==> src/hw/rtl/cobsd_pkg.sv <==
// cobsd_pkg: shared constants, state type and decode status struct for the COBS frame decoder.
// Used by cobsd_decode and cobs_frame_decoder; depends on nothing.
`timescale 1ns / 1ps

package cobsd_pkg;

    localparam int STORE_DEPTH_DEF = 128;
    localparam int PAYLOAD_MAX_DEF = 64;

    localparam int          HDR_LEN      = 5;
    localparam logic [7:0]  NO_ZERO_CODE = 8'd255;

    typedef enum logic [2:0] {
        ST_RX  = 3'b001,
        ST_DEC = 3'b010,
        ST_OUT = 3'b100
    } state_t;

    typedef struct packed {
        logic        done;
        logic        ok;
        logic [7:0]  version;
        logic [7:0]  command;
        logic [15:0] seq;
        logic [6:0]  plen;
    } status_t;

endpackage

==> src/hw/rtl/cobsd_decode.sv <==
// cobsd_decode: encoded frame memory, COBS decode walk, header registers and payload memory.
// Depends on cobsd_pkg.
`timescale 1ns / 1ps

module cobsd_decode #(
    parameter int STORE_DEPTH = cobsd_pkg::STORE_DEPTH_DEF,
    parameter int PAYLOAD_MAX = cobsd_pkg::PAYLOAD_MAX_DEF,
    localparam int CNT_W  = $clog2(STORE_DEPTH + 1),
    localparam int EA_W   = $clog2(STORE_DEPTH),
    localparam int PIDX_W = (PAYLOAD_MAX > 1) ? $clog2(PAYLOAD_MAX) : 1
)
(
    input  logic                 clk,
    input  logic                 rst_n,
    input  logic                 wr_en,
    input  logic [EA_W-1:0]      wr_addr,
    input  logic [7:0]           wr_data,
    input  logic                 start,
    input  logic [CNT_W-1:0]     size,
    input  logic                 rd_en,
    input  logic [PIDX_W-1:0]    rd_idx,
    output logic [7:0]           rd_data,
    output cobsd_pkg::status_t   status
);

    localparam int RAW_CAP = cobsd_pkg::HDR_LEN + PAYLOAD_MAX;
    localparam int USED_W  = $clog2(RAW_CAP + 1);
    localparam int SUM_W   = ((USED_W > 8) ? USED_W : 8) + 1;

    logic [7:0] emem [0:STORE_DEPTH-1];
    logic [7:0] pmem [0:PAYLOAD_MAX-1];
    logic [7:0] hdr_reg [0:cobsd_pkg::HDR_LEN-1];

    logic              busy_reg;
    logic              rv_reg;
    logic              chk_reg;
    logic              done_reg;
    logic              ok_reg;
    logic              zflag_reg;
    logic [CNT_W-1:0]  rd_reg;
    logic [CNT_W-1:0]  pos_reg;
    logic [CNT_W-1:0]  size_reg;
    logic [7:0]        cnt_reg;
    logic [USED_W-1:0] used_reg;
    logic [7:0]        ebuf_reg;
    logic [7:0]        pdata_reg;

    logic              rd_go;
    logic              proc;
    logic              code_ph;
    logic [7:0]        byte_m1;
    logic [CNT_W-1:0]  rem;
    logic [USED_W-1:0] u1;
    logic [SUM_W-1:0]  sum;
    logic              zfail;
    logic              fail;
    logic              last_byte;
    logic              w_en;
    logic [7:0]        w_data;
    logic              hdr_ok;

    assign rd_go     = busy_reg && (rd_reg < size_reg);
    assign proc      = busy_reg && rv_reg;
    assign code_ph   = (cnt_reg == 8'd0);
    assign byte_m1   = ebuf_reg - 8'd1;
    assign rem       = size_reg - pos_reg - CNT_W'(1);
    assign u1        = used_reg + USED_W'(zflag_reg);
    assign sum       = SUM_W'(u1) + SUM_W'(byte_m1);
    assign zfail     = zflag_reg && (used_reg == USED_W'(RAW_CAP));
    assign last_byte = (pos_reg == size_reg - CNT_W'(1));

    always_comb
    begin
        fail = 1'b0;
        if (proc && code_ph)
        begin
            fail = zfail || (ebuf_reg == 8'd0) || (byte_m1 > 8'(rem))
                || (sum > SUM_W'(RAW_CAP));
        end
    end

    // a code byte writes the zero that closes the previous block, a data byte writes itself
    assign w_en   = proc && !fail && (code_ph ? zflag_reg : 1'b1);
    assign w_data = code_ph ? 8'd0 : ebuf_reg;

    assign hdr_ok = (used_reg >= USED_W'(cobsd_pkg::HDR_LEN))
        && (hdr_reg[4] <= 8'(PAYLOAD_MAX))
        && (9'(used_reg) == 9'(cobsd_pkg::HDR_LEN) + 9'(hdr_reg[4]));

    always_ff @(posedge clk)
    begin
        if (wr_en)
        begin
            emem[wr_addr] <= wr_data;
        end
        if (rd_go)
        begin
            ebuf_reg <= emem[rd_reg[EA_W-1:0]];
        end
        if (w_en)
        begin
            if (used_reg < USED_W'(cobsd_pkg::HDR_LEN))
            begin
                hdr_reg[used_reg[2:0]] <= w_data;
            end
            else
            begin
                pmem[PIDX_W'(used_reg - USED_W'(cobsd_pkg::HDR_LEN))] <= w_data;
            end
        end
        if (rd_en)
        begin
            pdata_reg <= pmem[rd_idx];
        end
    end

    always_ff @(posedge clk or negedge rst_n)
    begin
        if (!rst_n)
        begin
            busy_reg  <= 1'b0;
            rv_reg    <= 1'b0;
            chk_reg   <= 1'b0;
            done_reg  <= 1'b0;
            ok_reg    <= 1'b0;
            zflag_reg <= 1'b0;
            rd_reg    <= '0;
            pos_reg   <= '0;
            size_reg  <= '0;
            cnt_reg   <= '0;
            used_reg  <= '0;
        end
        else
        begin
            done_reg <= 1'b0;
            ok_reg   <= 1'b0;
            chk_reg  <= 1'b0;
            rv_reg   <= rd_go;
            if (rd_go)
            begin
                rd_reg <= rd_reg + CNT_W'(1);
            end
            if (start)
            begin
                busy_reg  <= 1'b1;
                rv_reg    <= 1'b0;
                zflag_reg <= 1'b0;
                rd_reg    <= '0;
                pos_reg   <= '0;
                size_reg  <= size;
                cnt_reg   <= '0;
                used_reg  <= '0;
            end
            else if (proc)
            begin
                pos_reg <= pos_reg + CNT_W'(1);
                if (code_ph)
                begin
                    cnt_reg   <= byte_m1;
                    zflag_reg <= (ebuf_reg != cobsd_pkg::NO_ZERO_CODE);
                    used_reg  <= u1;
                end
                else
                begin
                    cnt_reg  <= cnt_reg - 8'd1;
                    used_reg <= used_reg + USED_W'(1);
                end
                if (fail)
                begin
                    busy_reg <= 1'b0;
                    done_reg <= 1'b1;
                end
                else if (last_byte)
                begin
                    busy_reg <= 1'b0;
                    chk_reg  <= 1'b1;
                end
            end
            if (chk_reg)
            begin
                done_reg <= 1'b1;
                ok_reg   <= hdr_ok;
            end
        end
    end

    assign rd_data        = pdata_reg;
    assign status.done    = done_reg;
    assign status.ok      = ok_reg;
    assign status.version = hdr_reg[0];
    assign status.command = hdr_reg[1];
    assign status.seq     = {hdr_reg[3], hdr_reg[2]};
    assign status.plen    = 7'(hdr_reg[4]);

endmodule

==> src/hw/rtl/cobs_frame_decoder.sv <==
// cobs_frame_decoder: top level; receive framing, control sequencer and result word register.
// Depends on cobsd_pkg and cobsd_decode.
// Throughput: one input word per cycle while receiving; input stalls during decode and output.
// Results: each word is loaded after its payload memory read; loading waits on out_stall.
// Reset: rst_n clears fill count, discard flag and sequencer; memories are not cleared.
`timescale 1ns / 1ps

module cobs_frame_decoder #(
    parameter int STORE_DEPTH = cobsd_pkg::STORE_DEPTH_DEF,
    parameter int PAYLOAD_MAX = cobsd_pkg::PAYLOAD_MAX_DEF
)
(
    input  logic        clk,
    input  logic        rst_n,
    input  logic        in_valid,
    output logic        in_stall,
    input  logic [7:0]  rx_byte,
    output logic        out_valid,
    input  logic        out_stall,
    output logic [7:0]  version,
    output logic [7:0]  command,
    output logic [15:0] sequence_res,
    output logic [6:0]  payload_length,
    output logic [5:0]  payload_index,
    output logic [7:0]  payload_byte,
    output logic        has_payload,
    output logic        last
);

    localparam int CNT_W  = $clog2(STORE_DEPTH + 1);
    localparam int EA_W   = $clog2(STORE_DEPTH);
    localparam int PIDX_W = (PAYLOAD_MAX > 1) ? $clog2(PAYLOAD_MAX) : 1;

    cobsd_pkg::state_t  state_reg;
    cobsd_pkg::status_t status;

    logic [CNT_W-1:0] fill_reg;
    logic             discard_reg;
    logic             pend_reg;
    logic [5:0]       idx_reg;
    logic             out_valid_reg;
    logic [7:0]       version_reg;
    logic [7:0]       command_reg;
    logic [15:0]      seq_reg;
    logic [6:0]       plen_reg;
    logic [5:0]       pidx_reg;
    logic [7:0]       pbyte_reg;
    logic             has_reg;
    logic             last_reg;

    logic             in_acc;
    logic             wr_en;
    logic             start;
    logic             rd_en;
    logic [7:0]       rd_data;
    logic             out_free;
    logic             load;
    logic [6:0]       n_res;
    logic             is_last;
    logic             empty_pl;

    assign in_stall = (state_reg != cobsd_pkg::ST_RX);
    assign in_acc   = in_valid && !in_stall;
    assign wr_en    = in_acc && (rx_byte != 8'd0) && !discard_reg
        && (fill_reg < CNT_W'(STORE_DEPTH));
    assign start    = in_acc && (rx_byte == 8'd0) && !discard_reg
        && (fill_reg != '0);

    assign out_free = !out_valid_reg || !out_stall;
    assign rd_en    = (state_reg == cobsd_pkg::ST_OUT) && !pend_reg;
    assign load     = (state_reg == cobsd_pkg::ST_OUT) && pend_reg && out_free;
    assign empty_pl = (status.plen == 7'd0);
    assign n_res    = empty_pl ? 7'd1 : status.plen;
    assign is_last  = ({1'b0, idx_reg} + 7'd1 == n_res);

    cobsd_decode #(
        .STORE_DEPTH (STORE_DEPTH),
        .PAYLOAD_MAX (PAYLOAD_MAX)
    ) u_dec (
        .clk     (clk),
        .rst_n   (rst_n),
        .wr_en   (wr_en),
        .wr_addr (fill_reg[EA_W-1:0]),
        .wr_data (rx_byte),
        .start   (start),
        .size    (fill_reg),
        .rd_en   (rd_en),
        .rd_idx  (idx_reg[PIDX_W-1:0]),
        .rd_data (rd_data),
        .status  (status)
    );

    always_ff @(posedge clk or negedge rst_n)
    begin
        if (!rst_n)
        begin
            state_reg     <= cobsd_pkg::ST_RX;
            fill_reg      <= '0;
            discard_reg   <= 1'b0;
            pend_reg      <= 1'b0;
            idx_reg       <= '0;
            out_valid_reg <= 1'b0;
        end
        else
        begin
            if (load)
            begin
                out_valid_reg <= 1'b1;
            end
            else if (!out_stall)
            begin
                out_valid_reg <= 1'b0;
            end
            case (state_reg)
                cobsd_pkg::ST_RX:
                begin
                    if (in_acc)
                    begin
                        if (rx_byte == 8'd0)
                        begin
                            fill_reg    <= '0;
                            discard_reg <= 1'b0;
                            if (start)
                            begin
                                state_reg <= cobsd_pkg::ST_DEC;
                            end
                        end
                        else if (wr_en)
                        begin
                            fill_reg <= fill_reg + CNT_W'(1);
                        end
                        else
                        begin
                            discard_reg <= 1'b1;
                        end
                    end
                end
                cobsd_pkg::ST_DEC:
                begin
                    if (status.done)
                    begin
                        idx_reg   <= '0;
                        pend_reg  <= 1'b0;
                        state_reg <= status.ok ? cobsd_pkg::ST_OUT : cobsd_pkg::ST_RX;
                    end
                end
                cobsd_pkg::ST_OUT:
                begin
                    if (rd_en)
                    begin
                        pend_reg <= 1'b1;
                    end
                    if (load)
                    begin
                        pend_reg <= 1'b0;
                        idx_reg  <= idx_reg + 6'd1;
                        if (is_last)
                        begin
                            state_reg <= cobsd_pkg::ST_RX;
                        end
                    end
                end
                default:
                begin
                    state_reg <= cobsd_pkg::ST_RX;
                end
            endcase
        end
    end

    always_ff @(posedge clk)
    begin
        if (load)
        begin
            version_reg <= status.version;
            command_reg <= status.command;
            seq_reg     <= status.seq;
            plen_reg    <= status.plen;
            pidx_reg    <= empty_pl ? 6'd0 : idx_reg;
            pbyte_reg   <= empty_pl ? 8'd0 : rd_data;
            has_reg     <= !empty_pl;
            last_reg    <= is_last;
        end
    end

    assign out_valid      = out_valid_reg;
    assign version        = version_reg;
    assign command        = command_reg;
    assign sequence_res   = seq_reg;
    assign payload_length = plen_reg;
    assign payload_index  = pidx_reg;
    assign payload_byte   = pbyte_reg;
    assign has_payload    = has_reg;
    assign last           = last_reg;

endmodule
==> config.mk <==
export PLATFORM = sky130hd
export DESIGN_NAME = cobs_frame_decoder
export DESIGN_NICKNAME = d
export VERILOG_FILES = /design/src/hw/rtl/cobsd_pkg.sv /design/src/hw/rtl/cobsd_decode.sv /design/src/hw/rtl/cobs_frame_decoder.sv
export SDC_FILE = /design/constraint.sdc
export NUM_CORES = 2
export LEC_CHECK = 0
export ABC_AREA = 1
export BUFFER_PORTS_ARGS = -buffer_cell sky130_fd_sc_hd__buf_2
export CAP_MARGIN = 20
export CELL_PAD_IN_SITES_DETAIL_PLACEMENT = 1
export CELL_PAD_IN_SITES_GLOBAL_PLACEMENT = 1
export CORE_MARGIN = 2
export CORE_UTILIZATION = 45
export CTS_BUF_LIST = sky130_fd_sc_hd__clkbuf_16
export CTS_CLUSTER_SIZE = 12
export DETAILED_ROUTE_END_ITERATION = 7
export HOLD_SLACK_MARGIN = 0.03
export PLACE_DENSITY = 0.68
export REMOVE_ABC_BUFFERS = 1
export SYNTH_ARGS = -nofsm -noshare
export SYNTH_HDL_FRONTEND = slang
export SYNTH_SLANG_ARGS = --single-unit
export TNS_END_PERCENT = 30
==> constraint.sdc <==
create_clock -name clk -period 10 [get_ports clk]
set_clock_uncertainty 0.1 [all_clocks]
set_input_delay 1 -clock clk [delete_from_list [all_inputs] [get_ports clk]]
set_output_delay 1 -clock clk [all_outputs]
set_load 0.05 [all_outputs]
# [Word-level counts from Yosys, hierarchy flattened]
# Memory sizes are Yosys's and may differ from the RTL's. A register that Yosys moved wholly into a read port is not among the register bits.
# Cells that the tools add are included.
[totals] register_bits=88 latch_bits=0 ramBits=1576 romBits=0 inputBits=12 out_inout_bits=57 word_cells=173 memories=3
[memory_table] memory="u_dec.emem" words=128 word_bits=8 read_ports=1 rd_ports_with_merged_regs=1 write_ports=1 line_no="cobsd_decode.sv:30" source="logic [7:0] emem [0:STORE_DEPTH-1];"
[memory_table] memory="u_dec.pmem" words=64 word_bits=8 read_ports=1 rd_ports_with_merged_regs=1 write_ports=1 line_no="cobsd_decode.sv:31" source="logic [7:0] pmem [0:PAYLOAD_MAX-1];"
[memory_table] memory="u_dec.hdr_reg" words=5 word_bits=8 read_ports=5 rd_ports_with_merged_regs=4 write_ports=1 line_no="cobsd_decode.sv:32" source="logic [7:0] hdr_reg [0:cobsd_pkg::HDR_LEN-1];"
[op_classes] n_addsub=15 n_mul=0 n_div=0 magnitude_cmp=7 n_eq_ne=18 shift=0 muxes=60 bitwise_logic=0 reduce_logical=48
[ops] operator="$mux W8" count=10
[ops] operator="$mux W1" count=34
[ops] operator="$sub A8 B1 Y8 const B" count=4
[ops] operator="$mux W7" count=4
[ops] operator="$add A8 B1 Y8 const B" count=3
[ops] operator="$logic_not A8 Y1" count=3
[ops] operator="$mux W3" count=7
[ops] operator="$logic_and A1 B1 Y1" count=18
[ops] operator="$reduce_bool A8 Y1" count=2
[ops] operator="$mux W6" count=2
[ops] operator="$ne A2 B2 Y1 const B" count=6
[ops] operator="$pmux W6 S2" count=1
[ops] operator="$reduce_and A3 Y1" count=4
[ops] operator="$reduce_bool A2 Y1" count=5
[ops] operator="$add A3 B8 Y9 const A" count=1
[ops] operator="$add A7 B8 Y9" count=1
[ops] operator="$eq A7 B9 Y1" count=1
[ops] operator="$gt A9 B7 Y1 const B" count=1
[ops] operator="$pmux W3 S3" count=1
[ops] operator="$eq A8 B8 Y1" count=1
[ops] operator="$gt A8 B8 Y1" count=1
[ops] operator="$le A8 B7 Y1 const B" count=1
[ops] operator="$lt A8 B8 Y1" count=1
[ops] operator="$lt A8 B8 Y1 const B" count=1
[ops] operator="other kinds (24)" count=35

# [Logic depth before layout (Yosys ltp)]
[logic_depth] depth_word=11 mapped_depth=22 ltp_nobuf=21

# [Modules after synthesis]
# A second synthesis with hierarchy kept.
[hier_totals] cells_unflattened=5696 hier_area_um2=69972.1
[by_module_without_submodules] module="cobsd_decode" n_inst=1 cells_per_inst=5426 area_each_um2=66897.9 seq_area_each_um2=48931.9
[by_module_without_submodules] module="cobs_frame_decoder" n_inst=1 cells_per_inst=270 area_each_um2=3074.2 seq_area_each_um2=2153.3

# [Worst setup path after synthesis]
# OpenSTA, ideal clock, no wires.
[synth_timing] path_type="register -> register" startpoint="register u_dec.size_reg[2]" endpoint="memory u_dec.hdr_reg[0][0] (enable)" setup_ns=0.370 arrival_time_ns=3.166 t_required_ns=9.530 setup_slack_ns=6.364 path_stages_with_launch=20 path_buffers=0 synth_period_minus_slack_ns=3.636 path_cell_list="dfrtp_1 ha_1 a21oi_1 nand2_1 a21oi_1 o21ai_0 a21o_1 a21oi_1 xor2_1 ha_1 nand2_1 nor2_1 nand3_1 o21ai_0 nand2_1 a21oi_1 nand3_1 nand2_2 nand3_1 nor2_1"
[synth_between] elab_chain_cells=11
[synth_lines] element="from (decl)" line_no="cobsd_decode.sv:42" source="logic [CNT_W-1:0] size_reg;"
[synth_lines] element="from (signal assigned)" line_no="cobsd_decode.sv:150" source="size_reg <= size;"
[synth_lines] element="$sub A8 B8 Y8" line_no="cobsd_decode.sv:66" source="assign rem = size_reg - pos_reg - CNT_W'(1);"
[synth_lines] element="$sub A8 B1 Y8" line_no="cobsd_decode.sv:66"
[synth_lines] element="$gt A8 B8 Y1" line_no="cobsd_decode.sv:77" source="fail = zfail || (ebuf_reg == 8'd0) || (byte_m1 > 8'(rem))"
[synth_lines] element="$logic_or A1 B1 Y1" line_no="cobsd_decode.sv:77"
[synth_lines] element="$logic_or A1 B1 Y1" line_no="cobsd_decode.sv:78" source="|| (sum > SUM_W'(RAW_CAP));"
[synth_lines] element="$mux W1" line_no="cobsd_decode.sv:75" source="if (proc && code_ph)"
[synth_lines] element="$logic_not A1 Y1" line_no="cobsd_decode.sv:83" source="assign w_en = proc && !fail && (code_ph ? zflag_reg : 1'b1);"
[synth_lines] element="$logic_and A1 B1 Y1 (2 in a row)" line_no="cobsd_decode.sv:83"
[synth_lines] element="$mux W1" line_no="cobsd_decode.sv:100" source="if (w_en)"
[synth_lines] element="$mux W1 (implied by the code)" line_no="cobsd_decode.sv:104" source="hdr_reg[used_reg[2:0]] <= w_data;"
[synth_lines] element="to (decl)" line_no="cobsd_decode.sv:32"
# No other way between the ends.

# [Final worst setup path]
[layout_timing] startpoint="register u_dec.size_reg[2]" endpoint="memory u_dec.pmem[12][1] (enable)"
[layout_between] elab_chain_cells=11
[layout_lines] element="$sub A8 B8 Y8" line_no="cobsd_decode.sv:66"
[layout_lines] element="$sub A8 B1 Y8" line_no="cobsd_decode.sv:66"
[layout_lines] element="$gt A8 B8 Y1" line_no="cobsd_decode.sv:77"
[layout_lines] element="$logic_or A1 B1 Y1" line_no="cobsd_decode.sv:77"
[layout_lines] element="$logic_or A1 B1 Y1" line_no="cobsd_decode.sv:78"
[layout_lines] element="$mux W1" line_no="cobsd_decode.sv:75"
[layout_lines] element="$logic_not A1 Y1" line_no="cobsd_decode.sv:83"
[layout_lines] element="$logic_and A1 B1 Y1 (2 in a row)" line_no="cobsd_decode.sv:83"
[layout_lines] element="$mux W1" line_no="cobsd_decode.sv:100"
[layout_lines] element="$mux W1 (implied by the code)" line_no="cobsd_decode.sv:108" source="pmem[PIDX_W'(used_reg - USED_W'(cobsd_pkg::HDR_LEN))] <= w_data;"
[layout_lines] element="to (decl)" line_no="cobsd_decode.sv:31"
# No other way between the ends.

==> results_dict.tcl <==
set metrics [dict create \
    cp-end-kind "flop" \
    insertion_delay_ns 0.82 \
    wl_per_cell_um 27.0 \
    die_h_um 397 \
    finalWirelength_um 207000 \
    grt_overflow 0 \
    r2r_end "u_dec.pmem[12][1]" \
    fin_nets 5521 \
    clk_pin_slew_worst_paths_ns 0.06 \
    cellPowerDensity_nw_per_um2 276 \
    multi_input_area_um2 16600 \
    port_buffers 68 \
    antenna_found_initial 2 \
    final_max_slew_viol_count 0 \
    pwr-share-seq_pct 41.4 \
    grt_pass1_wl_um 307000 \
    ir_drop_mv 0.223 \
    cpMaxStageDelayCell "nor2_1" \
    largest_register_ff_count 1024 \
    max_freq_mhz 194 \
    drt_iter0_markers 4181 \
    tightest_slew_ns 1.17 \
    place_hpwl_um 121000 \
    tns_ns 0 \
    grt_max_degree 187 \
    final_common_cell "edfxtp_1" \
    period_needed_ns 5.16 \
    grt_pass1_vias 46900 \
    area_growth_pct 11.0 \
    p_comb_share_pct 29.4 \
    place_ws_ns 4.88 \
    first_pass_iters 6 \
    syn-instance-count 5493 \
    slew_headroom_pct 21.7 \
    dieArea_um2 158000 \
    syn_avg_cell_area_um2 12.7 \
    setup.worst_path.start_class "flop" \
    hold_class "input port to async pin" \
    ys_types 53 \
    leakage_uw 0.0253 \
    setup_viol 0 \
    dr_total_vias 45600 \
    cp.required_ns 10.34 \
    cts_resized 0 \
    finalHoldViolations 0 \
    post-route-period-util_pct 51.6 \
    fin_cells 7639 \
    yosysSeqAreaShare_pct 73.5 \
    io_pins 69 \
    initial_core_util_pct 45.2 \
    cts.hold.buffers_added 0 \
    crit_arrival_ns 5.50 \
    final.fill_count 15500 \
    drive_above_1_share_pct 8.47 \
    clock-root-buffer "clkbuf_16" \
    cts.path.max_buffers 3 \
    crit_type "flop to flop" \
    cts_buffers 178 \
    clkSinkCount 1712 \
    setup_slack_ns 4.84 \
    p_int_uw 13500 \
    grt_usage_pct 26.0 \
    reg2reg_setup_slack_ns 4.84 \
    yosysWarningCount 0 \
    max_stage_delay_ns 0.58 \
    place.gp.congestion 0.855 \
    crit_end "u_dec.pmem[12][1]" \
    die_w_um 397 \
    rsz0062_at_grt "false" \
    r2r_start "u_dec.size_reg[2]" \
    layout_common_cells "edfxtp_1, nor2_1, o21ai_0" \
    status "finished clean" \
    hold_ws_ns 0.224 \
    p_clk_share_pct 29.2 \
    crit_top_cell "a21oi_1" \
    ant_nets 0 \
    crit_fanout 43 \
    reg2regPathDepth 20 \
    dpl_cell_area_um2 71800 \
    cts_tree "done" \
    fin_area_um2 77200 \
    post-cts-setup-buffer-count 0 \
    worstSetupStartpoint "u_dec.size_reg[2]" \
    rows 144 \
    dp_cells 7328 \
    syn_area_um2 69500 \
    synth_seq_cells 1712 \
    htreeDepth 4 \
    swShare_pct 36.8 \
    drc 0 \
    drv_cap 0 \
    core_um2 154000 \
    vias_per_cell 5.97 \
    cp_cell_sequence "ha_1 -> a21oi_1 -> nand2_1 -> a21oi_1 -> o21ai_0 -> a21o_1 -> a21oi_1 -> xor2_1 -> ha_1 -> nand2_1 -> nor2_1 -> nand3_1 -> o21ai_0 -> nand2_1 -> a21oi_1 -> nand3_1 -> nand2_2 -> nand3_4 -> buf_4 -> nor2_1" \
    power_switching_uw 7840 \
    seq_area_um2 51100 \
]
[logic make-up (layout without fill, tap and decap cells)]
group                      count (synthesis)  count (layout)  synth area share, %
xor gates and xnor gates                  39              39                0.502
DFF                                     1712            1712                 73.5
other                                      0               1                    0
buffers and inverters                    499             600                 2.82
AOI/OAI and AO/OA                       1405            1405                 11.8
adders and majority gates                 45              45                0.832
and+or+nand+nor                         1793            1793                 10.5
[Yosys cell counts, drive strengths merged]
cell type | n | area, um2
edfxtp | 1647 | 49500
nor2 | 1097 | 4280
o21ai | 849 | 4250
nand2 | 417 | 1580
clkbuf | 305 | 1140
o22ai | 224 | 1400
nand3 | 198 | 1000
o221ai | 167 | 1460
inv | 142 | 533
a21oi | 66 | 330
dfrtp | 64 | 1600
o211ai | 64 | 480
buf | 47 | 267
ha | 43 | 538
nor3 | 34 | 175
nand4 | 33 | 206
xor2 | 32 | 288
xnor2 | 7 | 61.3
a31oi | 6 | 37.5
clkinv | 5 | 18.8
nor4 | 5 | 31.3
o21a | 5 | 37.5
a211oi | 4 | 30.0
and3 | 3 | 18.8
nor3b | 3 | 22.5
o2111ai | 3 | 26.3
o311ai | 3 | 26.3
a21o | 2 | 15.0
a221oi | 2 | 17.5
a41oi | 2 | 17.5
fa | 2 | 40.0
o31ai | 2 | 15.0
a211o | 1 | 8.76
a22o | 1 | 8.76
a32o | 1 | 10.0
a32oi | 1 | 8.76
and2 | 1 | 6.26
dfstp | 1 | 26.3
nand3b | 1 | 7.51
o32ai | 1 | 8.76
o41ai | 1 | 8.76
or2 | 1 | 6.26
[power groups by stage]
stage          sequential (uW)  clock, uW  combinational, uW
5_1_grt                   8850       6550               6800
6_report                  8830       6230               6260
3_5_place_dp              8970          0               6240
4_1_cts                   8830       6290               6280
2_1_floorplan             9110          0               3450
3_3_place_gp              8960          0               6120
[routing by layer]
metal / track usage, % / up-vias / part of all wire [%]
li1: - / 20300 / -
met1: 34.5 / 23500 / 42
met2: 43.9 / 1505 / 50
met3: 3.57 / 335 / 5.5
met4: 8.76 / 2 / 3.1
met5: 0 / - / 0.0063
[worst max-delay path, delay by kind of cell (launching register included)]
| kind | cells | cell delay, ns |
|---|---|---|
| simple gates | 9 | 1.75 |
| compound gates | 7 | 1.09 |
| fa+ha+maj | 2 | 0.68 |
| buf+inv | 1 | 0.57 |
| flops | 1 | 0.44 |
| xor+xnor | 1 | 0.11 |
[metrics by stage]
step           total power [uW]  util, %
2_1_floorplan             12600        -
3_3_place_gp              15100     46.7
3_5_place_dp              15200     46.7
4_1_cts                   21400     50.2
5_1_grt                   22200     50.2
6_report                  21300     50.2
[cell type report]
cell class / count / share of cell area [%]
flip-flops and latches: 1712 / 66.2
multi-input cells: 3282 / 21.5
clock buffers: 179 / 5.81
well taps: 2044 / 3.31
repair buffers: 143 / 1.28
clock inverters: 131 / 1.15
inverters: 147 / 0.739
diodes: 1 / 0.00324
[worst min-delay path by stage]
stage                             to  slack [ns]                start  depth (start not counted)
floorplan                 command[0]        0.30  u_dec.hdr_reg[1][0]                          0
finish               u_dec.rd_reg[2]        0.22                rst_n                          1
global route         u_dec.rd_reg[6]        0.27                rst_n                          1
CTS                 u_dec.pos_reg[6]        0.22                rst_n                          1
detailed placement        command[3]        0.31  u_dec.hdr_reg[1][3]                          0
global placement     sequence_res[9]        0.30  u_dec.hdr_reg[3][1]                          0
No activity file was read; power rests on OpenSTA's default activity.
